File: config.mk
export PLATFORM = sky130hd
export DESIGN_NAME = http_message_boundary_framer
export DESIGN_NICKNAME = d
export VERILOG_FILES = /design/src/design/hmbf_pkg.sv /design/src/design/http_message_boundary_framer.sv
export SDC_FILE = /design/constraint.sdc
export NUM_CORES = 1
export LEC_CHECK = 0
export BUFFER_PORTS_ARGS = -buffer_cell sky130_fd_sc_hd__buf_2
export CELL_PAD_IN_SITES_DETAIL_PLACEMENT = 0
export CELL_PAD_IN_SITES_GLOBAL_PLACEMENT = 1
export CORE_ASPECT_RATIO = 1.75
export CORE_UTILIZATION = 52
export CTS_CLUSTER_SIZE = 20
export DETAILED_ROUTE_END_ITERATION = 10
export PLACE_DENSITY = 0.89
export SYNTH_ARGS = -nofsm -noshare
export SYNTH_HDL_FRONTEND = slang
export SYNTH_SLANG_ARGS = --single-unit
File: constraint.sdc
create_clock -name clk -period 8.51 [get_ports clk]
set_input_delay 0.4255 -clock clk [delete_from_list [all_inputs] [get_ports clk]]
set_output_delay 0.4255 -clock clk [all_outputs]
set_load 0.1 [all_outputs]
File: src/design/hmbf_pkg.sv
// Shared constants, types and the header field name table for the HTTP message framer.
`default_nettype none

package hmbf_pkg;

  // Width of the declared length and of the body byte counter.
  localparam int LENGTH_BITS = 32;

  localparam int NAME_LEN = 14;
  localparam int NAME_POS_BITS = $clog2(NAME_LEN);

  localparam logic [7:0] CH_CR    = 8'h0D;
  localparam logic [7:0] CH_LF    = 8'h0A;
  localparam logic [7:0] CH_TAB   = 8'h09;
  localparam logic [7:0] CH_VT    = 8'h0B;
  localparam logic [7:0] CH_FF    = 8'h0C;
  localparam logic [7:0] CH_SPACE = 8'h20;
  localparam logic [7:0] CH_COLON = 8'h3A;
  localparam logic [7:0] CH_PLUS  = 8'h2B;
  localparam logic [7:0] CH_MINUS = 8'h2D;
  localparam logic [7:0] CH_ZERO  = 8'h30;
  localparam logic [7:0] CH_NINE  = 8'h39;
  localparam logic [7:0] CH_C     = 8'h43;

  // Number parser phase, one-hot.
  typedef enum logic [2:0] {
    PH_SKIP   = 3'b001,
    PH_DIGITS = 3'b010,
    PH_DONE   = 3'b100
  } num_phase_t;

  // Characters of "Content-Length" by position.
  function automatic logic [7:0] name_char(input logic [NAME_POS_BITS-1:0] pos);
    logic [7:0] c;
    case (pos)
      4'd0:    c = 8'h43; // C
      4'd1:    c = 8'h6F; // o
      4'd2:    c = 8'h6E; // n
      4'd3:    c = 8'h74; // t
      4'd4:    c = 8'h65; // e
      4'd5:    c = 8'h6E; // n
      4'd6:    c = 8'h74; // t
      4'd7:    c = 8'h2D; // -
      4'd8:    c = 8'h4C; // L
      4'd9:    c = 8'h65; // e
      4'd10:   c = 8'h6E; // n
      4'd11:   c = 8'h67; // g
      4'd12:   c = 8'h74; // t
      4'd13:   c = 8'h68; // h
      default: c = 8'h00;
    endcase
    return c;
  endfunction

endpackage

`default_nettype wire

File: src/design/http_message_boundary_framer.sv
// Top level of the HTTP message framer: byte input register, framing logic, result register.
//
//   channel | signals                                              | direction
//   input   | in_valid, in_ready, data_byte                        | into block
//   output  | out_valid, out_ready, byte_out, in_header,           | out of block
//           | header_end, chunked, last                            |
//
// One byte per clock unless the output stalls; bytes pass the input then the result register.
// The framing state is updated in the single cycle in which a byte moves from the input
// register to the result register.
// Reset (rst, synchronous) empties both registers and returns the framing state to the
// start of a message.
// A stalled output holds its beat; an empty input register still takes one more byte.
`default_nettype none

module http_message_boundary_framer (
  input  wire logic       clk,
  input  wire logic       rst,
  input  wire logic       in_valid,
  output logic            in_ready,
  input  wire logic [7:0] data_byte,
  output logic            out_valid,
  input  wire logic       out_ready,
  output logic [7:0]      byte_out,
  output logic            in_header,
  output logic            header_end,
  output logic            chunked,
  output logic            last
);

  localparam int L = hmbf_pkg::LENGTH_BITS;
  localparam int PB = hmbf_pkg::NAME_POS_BITS;
  localparam logic [L-1:0] LEN_SIGN = {1'b1, {(L-1){1'b0}}};
  localparam logic [L-1:0] LEN_MAXP = {1'b0, {(L-1){1'b1}}};
  localparam logic [L-1:0] LEN_ALL1 = {L{1'b1}};

  // Input register.
  logic       s1_valid;
  logic [7:0] s1_byte;
  logic       s1_move;

  // Framing state.
  logic                 header_done, header_done_next;
  logic                 chunked_mode, chunked_mode_next;
  logic [L-1:0]         remaining_count, remaining_count_next;
  logic [31:0]          recent_bytes, recent_bytes_next;
  logic [2:0]           bytes_seen, bytes_seen_next;
  logic                 line_fresh, line_fresh_next;
  logic [PB-1:0]        name_match_pos, name_match_pos_next;
  logic                 name_found, name_found_next;
  logic                 colon_seen, colon_seen_next;
  hmbf_pkg::num_phase_t number_phase, number_phase_next;
  logic                 number_negative, number_negative_next;
  logic [L-1:0]         number_value, number_value_next;

  // Line state as seen by this byte (cleared when a new line starts).
  logic [PB-1:0]        pos_e;
  logic                 found_e, colon_e, neg_e;
  hmbf_pkg::num_phase_t phase_e;
  logic [L-1:0]         val_e;

  logic [7:0]   b, p1, p2, p3, p4;
  logic         is_digit, is_blank, is_sign;
  logic [L+3:0] val_x10;
  logic [L-1:0] signed_len;
  logic [L-1:0] rc_dec;
  logic         hdr_end, is_last;

  assign s1_move  = s1_valid && (!out_valid || out_ready);
  assign in_ready = !s1_valid || s1_move;

  always_ff @(posedge clk) begin
    if (rst) begin
      s1_valid <= 1'b0;
    end else if (in_ready) begin
      s1_valid <= in_valid;
    end
  end

  always_ff @(posedge clk) begin
    if (in_ready && in_valid) begin
      s1_byte <= data_byte;
    end
  end

  always_comb begin
    b  = s1_byte;
    p1 = recent_bytes[7:0];
    p2 = recent_bytes[15:8];
    p3 = recent_bytes[23:16];
    p4 = recent_bytes[31:24];

    is_digit = (b >= hmbf_pkg::CH_ZERO) && (b <= hmbf_pkg::CH_NINE);
    is_blank = (b == hmbf_pkg::CH_SPACE) || (b == hmbf_pkg::CH_TAB) ||
               (b == hmbf_pkg::CH_LF) || (b == hmbf_pkg::CH_VT) ||
               (b == hmbf_pkg::CH_FF) || (b == hmbf_pkg::CH_CR);
    is_sign  = (b == hmbf_pkg::CH_PLUS) || (b == hmbf_pkg::CH_MINUS);

    pos_e   = line_fresh ? '0 : name_match_pos;
    found_e = line_fresh ? 1'b0 : name_found;
    colon_e = line_fresh ? 1'b0 : colon_seen;
    neg_e   = line_fresh ? 1'b0 : number_negative;
    phase_e = line_fresh ? hmbf_pkg::PH_SKIP : number_phase;
    val_e   = line_fresh ? '0 : number_value;

    // Decimal accumulate: value * 10 + digit, clipped at the magnitude of the most
    // negative length.
    val_x10 = ({4'b0, val_e} << 3) + ({4'b0, val_e} << 1) +
              {{L{1'b0}}, (b[3:0])};
    signed_len = neg_e ? (~val_e + {{(L-1){1'b0}}, 1'b1})
                       : ((val_e > LEN_MAXP) ? LEN_MAXP : val_e);
    rc_dec = remaining_count - {{(L-1){1'b0}}, 1'b1};

    header_done_next     = header_done;
    chunked_mode_next    = chunked_mode;
    remaining_count_next = remaining_count;
    line_fresh_next      = line_fresh;
    name_match_pos_next  = name_match_pos;
    name_found_next      = name_found;
    colon_seen_next      = colon_seen;
    number_phase_next    = number_phase;
    number_negative_next = number_negative;
    number_value_next    = number_value;
    hdr_end = 1'b0;
    is_last = 1'b0;

    if (!header_done) begin
      name_match_pos_next  = pos_e;
      name_found_next      = found_e;
      colon_seen_next      = colon_e;
      number_phase_next    = phase_e;
      number_negative_next = neg_e;
      number_value_next    = val_e;

      if ((b == hmbf_pkg::CH_CR) && found_e && colon_e) begin
        remaining_count_next = signed_len;
      end

      if (!found_e) begin
        if (b == hmbf_pkg::name_char(pos_e)) begin
          name_match_pos_next = pos_e + 1'b1;
          if (pos_e == PB'(hmbf_pkg::NAME_LEN - 1)) begin
            name_found_next = 1'b1;
          end
        end else begin
          name_match_pos_next = (b == hmbf_pkg::CH_C) ? PB'(1) : '0;
        end
      end

      if (colon_e) begin
        if (phase_e == hmbf_pkg::PH_SKIP && is_sign) begin
          number_negative_next = (b == hmbf_pkg::CH_MINUS);
          number_phase_next    = hmbf_pkg::PH_DIGITS;
        end else if ((phase_e == hmbf_pkg::PH_SKIP && !is_blank) ||
                     phase_e == hmbf_pkg::PH_DIGITS) begin
          if (is_digit) begin
            number_phase_next = hmbf_pkg::PH_DIGITS;
            number_value_next = (val_x10 > {4'b0, LEN_SIGN}) ? LEN_SIGN : val_x10[L-1:0];
          end else begin
            number_phase_next = hmbf_pkg::PH_DONE;
          end
        end
      end else if (b == hmbf_pkg::CH_COLON) begin
        colon_seen_next = 1'b1;
      end

      line_fresh_next = (b == hmbf_pkg::CH_LF);

      if ((bytes_seen >= 3'd3) && (b == hmbf_pkg::CH_LF) && (p1 == hmbf_pkg::CH_CR) &&
          (p2 == hmbf_pkg::CH_LF) && (p3 == hmbf_pkg::CH_CR)) begin
        hdr_end          = 1'b1;
        header_done_next = 1'b1;
        if (remaining_count_next[L-1]) begin
          chunked_mode_next = 1'b1;
        end else if (remaining_count_next == '0) begin
          is_last = 1'b1;
        end
      end
    end else if (chunked_mode) begin
      is_last = (bytes_seen >= 3'd4) && (b == hmbf_pkg::CH_LF) &&
                (p1 == hmbf_pkg::CH_CR) && (p2 == hmbf_pkg::CH_LF) &&
                (p3 == hmbf_pkg::CH_CR) && (p4 == hmbf_pkg::CH_ZERO);
    end else begin
      remaining_count_next = rc_dec;
      is_last = (rc_dec == '0);
    end

    recent_bytes_next = {recent_bytes[23:0], b};
    bytes_seen_next   = (bytes_seen < 3'd4) ? bytes_seen + 3'd1 : bytes_seen;
  end

  always_ff @(posedge clk) begin
    if (rst || (s1_move && is_last)) begin
      header_done     <= 1'b0;
      chunked_mode    <= 1'b0;
      remaining_count <= LEN_ALL1;
      recent_bytes    <= '0;
      bytes_seen      <= '0;
      line_fresh      <= 1'b1;
      name_match_pos  <= '0;
      name_found      <= 1'b0;
      colon_seen      <= 1'b0;
      number_phase    <= hmbf_pkg::PH_SKIP;
      number_negative <= 1'b0;
      number_value    <= '0;
    end else if (s1_move) begin
      header_done     <= header_done_next;
      chunked_mode    <= chunked_mode_next;
      remaining_count <= remaining_count_next;
      recent_bytes    <= recent_bytes_next;
      bytes_seen      <= bytes_seen_next;
      line_fresh      <= line_fresh_next;
      name_match_pos  <= name_match_pos_next;
      name_found      <= name_found_next;
      colon_seen      <= colon_seen_next;
      number_phase    <= number_phase_next;
      number_negative <= number_negative_next;
      number_value    <= number_value_next;
    end
  end

  // Result register.
  always_ff @(posedge clk) begin
    if (rst) begin
      out_valid <= 1'b0;
    end else if (!out_valid || out_ready) begin
      out_valid <= s1_valid;
    end
  end

  always_ff @(posedge clk) begin
    if (s1_move) begin
      byte_out   <= b;
      in_header  <= !header_done;
      header_end <= hdr_end;
      chunked    <= chunked_mode_next;
      last       <= is_last;
    end
  end

endmodule

`default_nettype wire

==> results.md, run 1 <==
* # rows at 71
* Vias in the first global route at 11400
* Most common cell after layout, fill and taps aside: nand2_1
* PwrDens at roughly 130 nW/µm²
* Compound-Gate Fraction of Synth Area at 28.0%
* Status: completed
* Setup ws final at between 2 and 3 ns
* Worst path top cell family by delay: simple AND/OR/NAND/NOR gates
* Pleak at 4.77 nW
* First-pass GRT wire length at between 60000 and 70000 µm
* Worst Hold End: b[3]
* Max stage delay cell, worst path: or4b_2
* Least-Margin Pin Slew at 1.08 ns
* Critical Path Sink Type: register
* Num Clock Sinks at 134
* Full die area at 22700 µm²
* Routed Antenna Nets at 0
* Initial Utilization at 53.2%
* Clk_lat worst skew at 0.44 ns
* Top-Level Pins at 26
* FF-to-FF path depth at 18
* Unrepaired setup endpoints after global routing: false
* R2R Setup Slk at 2.57 ns
* Hold Vio Cnt, Final at 0
* Layout cells sized above 1 at 7.41%
* Peak supply drop at 148 µV
* Distinct cells, synth at 84
* Routability-driven placement congestion ratio at ~1
* Largest net degree at the start of global routing at 61
* PortBufs at 25
* Worst path most repeated cell: inv_1
* Type of the most critical hold path: in -> reg
* WS Path Type: reg -> reg
* Remaining global-route overflow at 0
* Clk slew on worst S/H paths at 0.07 ns
* Cts repair resizes at 0
* DRT Pass-1 Iters at 5
* Xor/xnor share of the synthesized area at 2.75%
* Area share of the largest cell type after synthesis at between 10% and 20%
* Post-DP HPWL at 28500 µm
* Synth Net Count at 1640
* # Post-CTS Setup Buffers at 0
* GRT met1 Usage at a little under two fifths
* CP Buf/Inv Count at 3
* Total power at 1.56 mW
* Initial antenna violation count at 0
* Yosys top cell by area: dfxtp_1
* Ant diodes at 0
* Met2 Use GR at 60.7%
* Post-synthesis adder-cell area fraction at 8.13%
* Core ar. at around 22000 µm²
* Final setup viols at 0
* GR Util met3 at 3.93%
* CP required at 8.89 ns
* Wirelength, routed at 38200 µm
* Skew final at around 0.018 ns
* WHS at ~0.16 ns
* Via count at 12000
* Multi-input logic area at approximately 8000 µm²
* Leading cell types in the layout, fill and taps excluded: 190 x nand2_1, 144 x nor2_1, 121 x a21oi_1, 113 x dfxtp_1, 89 x o21ai_0
* Seq/Total Area, Yosys at 25.1%
* TritonCTS clock tree: yes
* Number of synthesized register bits at between 100 and 150
* # DRC at 0
* Grt peak-use layer: met2
* WP data arrival at 6.32 ns
* CTS Hold Bufs at 0
* Synth Area per Inst at 7.39 µm²
* Vias per inst at 6.63
* Synth Cell Area at 11500 µm²
* Die width at between 100 and 150 µm
* Area growth, synth to finish at 6.34%
* Worst hold path depth at 1
* CTS max path bufs at 2
* CP cell instances: inv_1 > nand2_1 > inv_1 > xor2_1 > ha_1 > inv_1 > fa_1 > nor2b_1 > o31a_1 > mux2i_1 > o2bb2ai_1 > or4b_2 > nor4b_1 > nand4_1 > nor4bb_1 > o21ai_4 > nor3_1 > o22a_1
* Critical path peak fanout at 47
* Iter 0 DRT Violations at 1039
* Max-Cap Viols at 0
* Filler Cell Count at about 2100
* Syn Inst Count at ~1600
* Pre-CTS WS at 2.66 ns
* Tcrit/Tclk final at between 60% and 70%
* Mux contribution to synthesized area at less than 1%
* Slew Limit Headroom at between 20% and 30%
* Register area at 2880 µm²
* Yosys Warn Count at 0
* Die height at 199 µm
* Clk root buf: clkbuf_16
* H-tree depth at 4
* Design area at 12200 µm²
* Cts bufs inserted at 17
* Largest family of logic cells by synthesized area: simple AND/OR/NAND/NOR gates
* Final Max Slew Viols at 0
* Primary FF master, synth: dfxtp_1
* Crit path time final at 5.94 ns
* R2R Path Start: line_fresh
* Placed Cells incl. Taps at 1771
* Reg2Reg Capture Point: number_value[8]
* Total negative slack for setup checks at 0 ns
* Layout Utilization at 56.5%
* Asr flop ratio synth at 0%
* Stages on worst setup path at 18
* Wirelength per Cell at 21.2 µm
* EDFF count, synth at 20
* Gr usage total at 34.0%
* Post-Synth Simple-Gate Area at 29.6%
* Nets@finish at 1584
* Hold path start: data_byte[3]
* Top cells by area, synth: dfxtp_1 20%, ha_1 8.0%, nand2_1 6.2%
* Fmax at 168 MHz
* Slowest stage delay, CP at around 0.67 ns
* Finished Layout Cells at 1803
* Element type at the critical path start: register
* Cell Area, Placed at 11600 µm²
worst max path at each step:
stage                           from                to  slack [ns]
final                     line_fresh   number_value[8]        2.57
after global routing      line_fresh   number_value[5]        2.21
after CTS                 line_fresh   number_value[8]        2.62
after detailed placement  line_fresh   number_value[8]        2.66
after global placement    line_fresh   number_value[5]        2.74
after floorplan           line_fresh  number_value[19]        2.78
routing by layer:
metal  share of wire, %  up-vias  wire (µm)
met5                  0        -          0
met4                6.3        0       2410
met3                4.8      146       1830
met2                 51      477      19300
met1                 38     5604      14700
li1                   -     5734          -
power breakdown:
part / internal (mW) / switching [mW]
clock network: 0.404 / 0.338
registers: 0.656 / 0.0206
logic: 0.0382 / 0.107
total: 1.10 / 0.466
worst reg2reg max path: stages (launching register included):
cell	delay (ns)
dfxtp_2	0.33
inv_1	0.53
nand2_1	0.23
inv_1	0.22
xor2_1	0.10
ha_1	0.32
inv_1	0.06
fa_1	0.46
nor2b_1	0.17
o31a_1	0.29
mux2i_1	0.27
o2bb2ai_1	0.09
or4b_2	0.67
nor4b_1	0.48
nand4_1	0.16
nor4bb_1	0.61
o21ai_4	0.41
nor3_1	0.30
o22a_1	0.16
sequential cells by signal, indices dropped and copies added (netlist names), 3 cells and up:
signal and cells:
number_value 32, recent_bytes 32, remaining_count 32, b 8, byte_out 8, name_match_pos 4, bytes_seen 3, number_phase 3
kinds of logic (layout without fill, tap and decap cells):
kind of cell,after synthesis,in the layout
AND/OR/NAND/NOR,671,671
AO/OA/AOI/OAI,473,473
buffers and inverters,155,112
flip-flops,134,134
adder cells (fa/ha/maj),74,74
XOR/XNOR,36,36
multiplexers,11,11
layout make-up:
| type | instances | area share (%) |
|---|---|---|
| Inverter | 40 | 1.23 |
| Sequential cell | 134 | 23.6 |
| Tap cell | 292 | 2.99 |
| Timing Repair Buffer | 40 | 1.95 |
| Clock buffer | 18 | 3.69 |
| Clock inverter | 14 | 1.08 |
| Multi-Input combinational cell | 1265 | 65.4 |
synthesized netlist by cell type, types with 13 or more instances:
cell type  instances
or4_1             19
o211ai_1          25
o22a_1            21
nor2b_1           35
a31oi_1           13
nor2_1           146
clkbuf_1          91
nand2_1          191
dfxtp_1          114
ha_1              73
a21o_1            21
edfxtp_1          20
o31ai_1           13
xnor2_1           17
a211oi_1          23
nor4_1            28
a21oi_1          121
or3_1             23
xor2_1            19
o21ai_0           89
o221ai_1          17
nor3_1            68
nand3_1           39
and2_1            14
inv_1             40
nand4_1           29
(Power assumes the default switching activity.)
==> run 2: changes to the inputs <==
--- a/config.mk
+++ b/config.mk
@@ -9,10 +9,10 @@
 export CELL_PAD_IN_SITES_DETAIL_PLACEMENT = 0
 export CELL_PAD_IN_SITES_GLOBAL_PLACEMENT = 1
 export CORE_ASPECT_RATIO = 1.75
-export CORE_UTILIZATION = 52
+export CORE_UTILIZATION = 43
 export CTS_CLUSTER_SIZE = 20
 export DETAILED_ROUTE_END_ITERATION = 10
-export PLACE_DENSITY = 0.89
+export PLACE_DENSITY = 0.78
 export SYNTH_ARGS = -nofsm -noshare
 export SYNTH_HDL_FRONTEND = slang
 export SYNTH_SLANG_ARGS = --single-unit
==> constraint.sdc (replaced) <==
create_clock -name clk -period 5.2 [get_ports clk]
set_input_delay 0.26 -clock clk [delete_from_list [all_inputs] [get_ports clk]]
set_output_delay 0.26 -clock clk [all_outputs]
set_load 0.1 [all_outputs]
==> results.md, run 2 (synthesis results as in run 1) <==
* Status: completed
* Initial antenna violation count at 0
* WS Path Type: reg -> reg
* Nets@finish at between 1500 and 2000
* Wirelength, routed at 41700 µm
* Clk_lat worst skew at 0.44 ns
* Least-Margin Pin Slew at 0.994 ns
* Worst hold path depth at 1
* Final Max Slew Viols at 0
* Hold path start: data_byte[0]
* Slew Limit Headroom at between 30% and 40%
* Cts bufs inserted at 17
* WHS at 0.00637 ns
* Max stage delay cell, worst path: or4_1
* Leading cell types in the layout, fill and taps excluded: 190 x nand2_1, 144 x nor2_1, 120 x a21oi_1, 113 x dfxtp_1, 89 x o21ai_0
* Core ar. at 26100 µm²
* Tcrit/Tclk final at between 90% and 100%
* Top Registers: number_value x32, recent_bytes x32, remaining_count x32
* Pleak at 5.10 nW
* TritonCTS clock tree: yes
* Slowest stage delay, CP at about 0.6 ns
* WP data arrival at 5.37 ns
* CP required at 5.54 ns
* FF-to-FF path depth at 16
* Routability-driven placement congestion ratio at 1.02
* PwrDens at roughly 200 nW/µm²
* Most common cell after layout, fill and taps aside: nand2_1
* Ant diodes at 0
* Finished Layout Cells at approximately 1900
* Initial Utilization at 44.1%
* Num Clock Sinks at ~130
* Gr usage total at 30.2%
* Fmax at 199 MHz
* Die height at 218 µm
* Full die area at 27400 µm²
* Post-DP HPWL at 31500 µm
* Setup ws final at roughly 0.16 ns
* Die width at 126 µm
* Pre-CTS WS at -0.0889 ns
* Worst path top cell family by delay: simple AND/OR/NAND/NOR gates
* Worst path most repeated cell: buf_4
* CTS max path bufs at 2
* Final setup viols at 0
* Total power at approximately 2.6 mW
* Reg2Reg Capture Point: number_value[19]
* DRT Pass-1 Iters at 5
* Iter 0 DRT Violations at 944
* Layout cells sized above 1 at a little over a tenth
* H-tree depth at 4
* Critical path peak fanout at 22
* PortBufs at 25
* CP cell instances: buf_4 > buf_4 > nor2b_2 > ha_1 > ha_1 > nand4_1 > or4_1 > o32a_1 > o21ai_0 > o21ai_0 > xnor2_1 > nor4_1 > nor4bb_4 > buf_4 > o21ai_2 > o32ai_1
* CP Buf/Inv Count at 3
* # DRC at 0
* Hold Vio Cnt, Final at 0
* Worst Hold End: b[0]
* # rows at 78
* Skew final at around 0.011 ns
* Placed Cells incl. Taps at 1849
* Routed Antenna Nets at 0
* Remaining global-route overflow at 0
* Element type at the critical path start: register
* Largest net degree at the start of global routing at 53
* Unrepaired setup endpoints after global routing: false
* Vias per inst at 6.52
* Clk slew on worst S/H paths at 0.06 ns
* Via count at between 10000 and 15000
* Crit path time final at 5.04 ns
* Clk root buf: clkbuf_16
* R2R Setup Slk at roughly 0.16 ns
* Top-Level Pins at 26
* Area growth, synth to finish at 11.8%
* Max-Cap Viols at 0
* First-pass GRT wire length at 64600 µm
* Vias in the first global route at 11700
* Critical Path Sink Type: register
* Peak supply drop at 200 µV
* Design area at 12800 µm²
* R2R Path Start: line_fresh
* Cell Area, Placed at 12100 µm²
* Type of the most critical hold path: in -> reg
* Wirelength per Cell at 22.1 µm
[run 2: worst max-delay path by stage]
stage          startpoint  depth (start not counted)          endpoint
2_1_floorplan  line_fresh                         21  number_value[19]
6_report       line_fresh                         16  number_value[19]
3_5_place_dp   line_fresh                         16   number_value[2]
4_1_cts        line_fresh                         16   number_value[2]
5_1_grt        line_fresh                         15  number_value[19]
3_3_place_gp   line_fresh                         16  number_value[24]
[run 2: through the flow]
| stage | TNS, ns | utilization (%) |
|---|---|---|
| 2_1_floorplan | 0 | - |
| 3_3_place_gp | -0.475 | 46.3 |
| 3_5_place_dp | -1.09 | 46.3 |
| 4_1_cts | 0 | 49.0 |
| 5_1_grt | 0 | 49.2 |
| 6_report | 0 | 49.2 |
[run 2: cell type report]
cell class / instances / area [µm²]
sequential: 134 / 2880
timing repair buffer: 99 / 723
clock buffer: 21 / 493
multi-input combinational: 1268 / 8070
fill: 2631 / 13200
clock inverter: 10 / 106
inverter: 40 / 150
tap: 320 / 400
[run 2: report_power, final]
part / leakage, nW / total [mW] / internal, mW / switching, mW
combinational: 3.70 / 0.264 / 0.0778 / 0.186
sequential: 1.11 / 1.10 / 1.07 / 0.0273
clock: 0.293 / 1.25 / 0.735 / 0.513
[run 2: repair_timing]
| item | 4_1_cts | 5_1_grt |
|---|---|---|
| hold buffers | 6 | 1 |
| pin swaps | 0 | 2 |
| resized for setup | 2 | 6 |
| cloned | 1 | 2 |
| setup endpoints to repair | 24 | 29 |
| endpoints found under the hold margin | 6 | 1 |
| setup buffers | 0 | 2 |
[run 2: metal layers]
layer	global-route usage [%]	share of wire, %	vias up
met2	55.8	52	466
li1	-	-	5870
met5	0	0	-
met1	31.6	37	5840
met4	20.2	6.5	0
met3	4.21	4.2	156
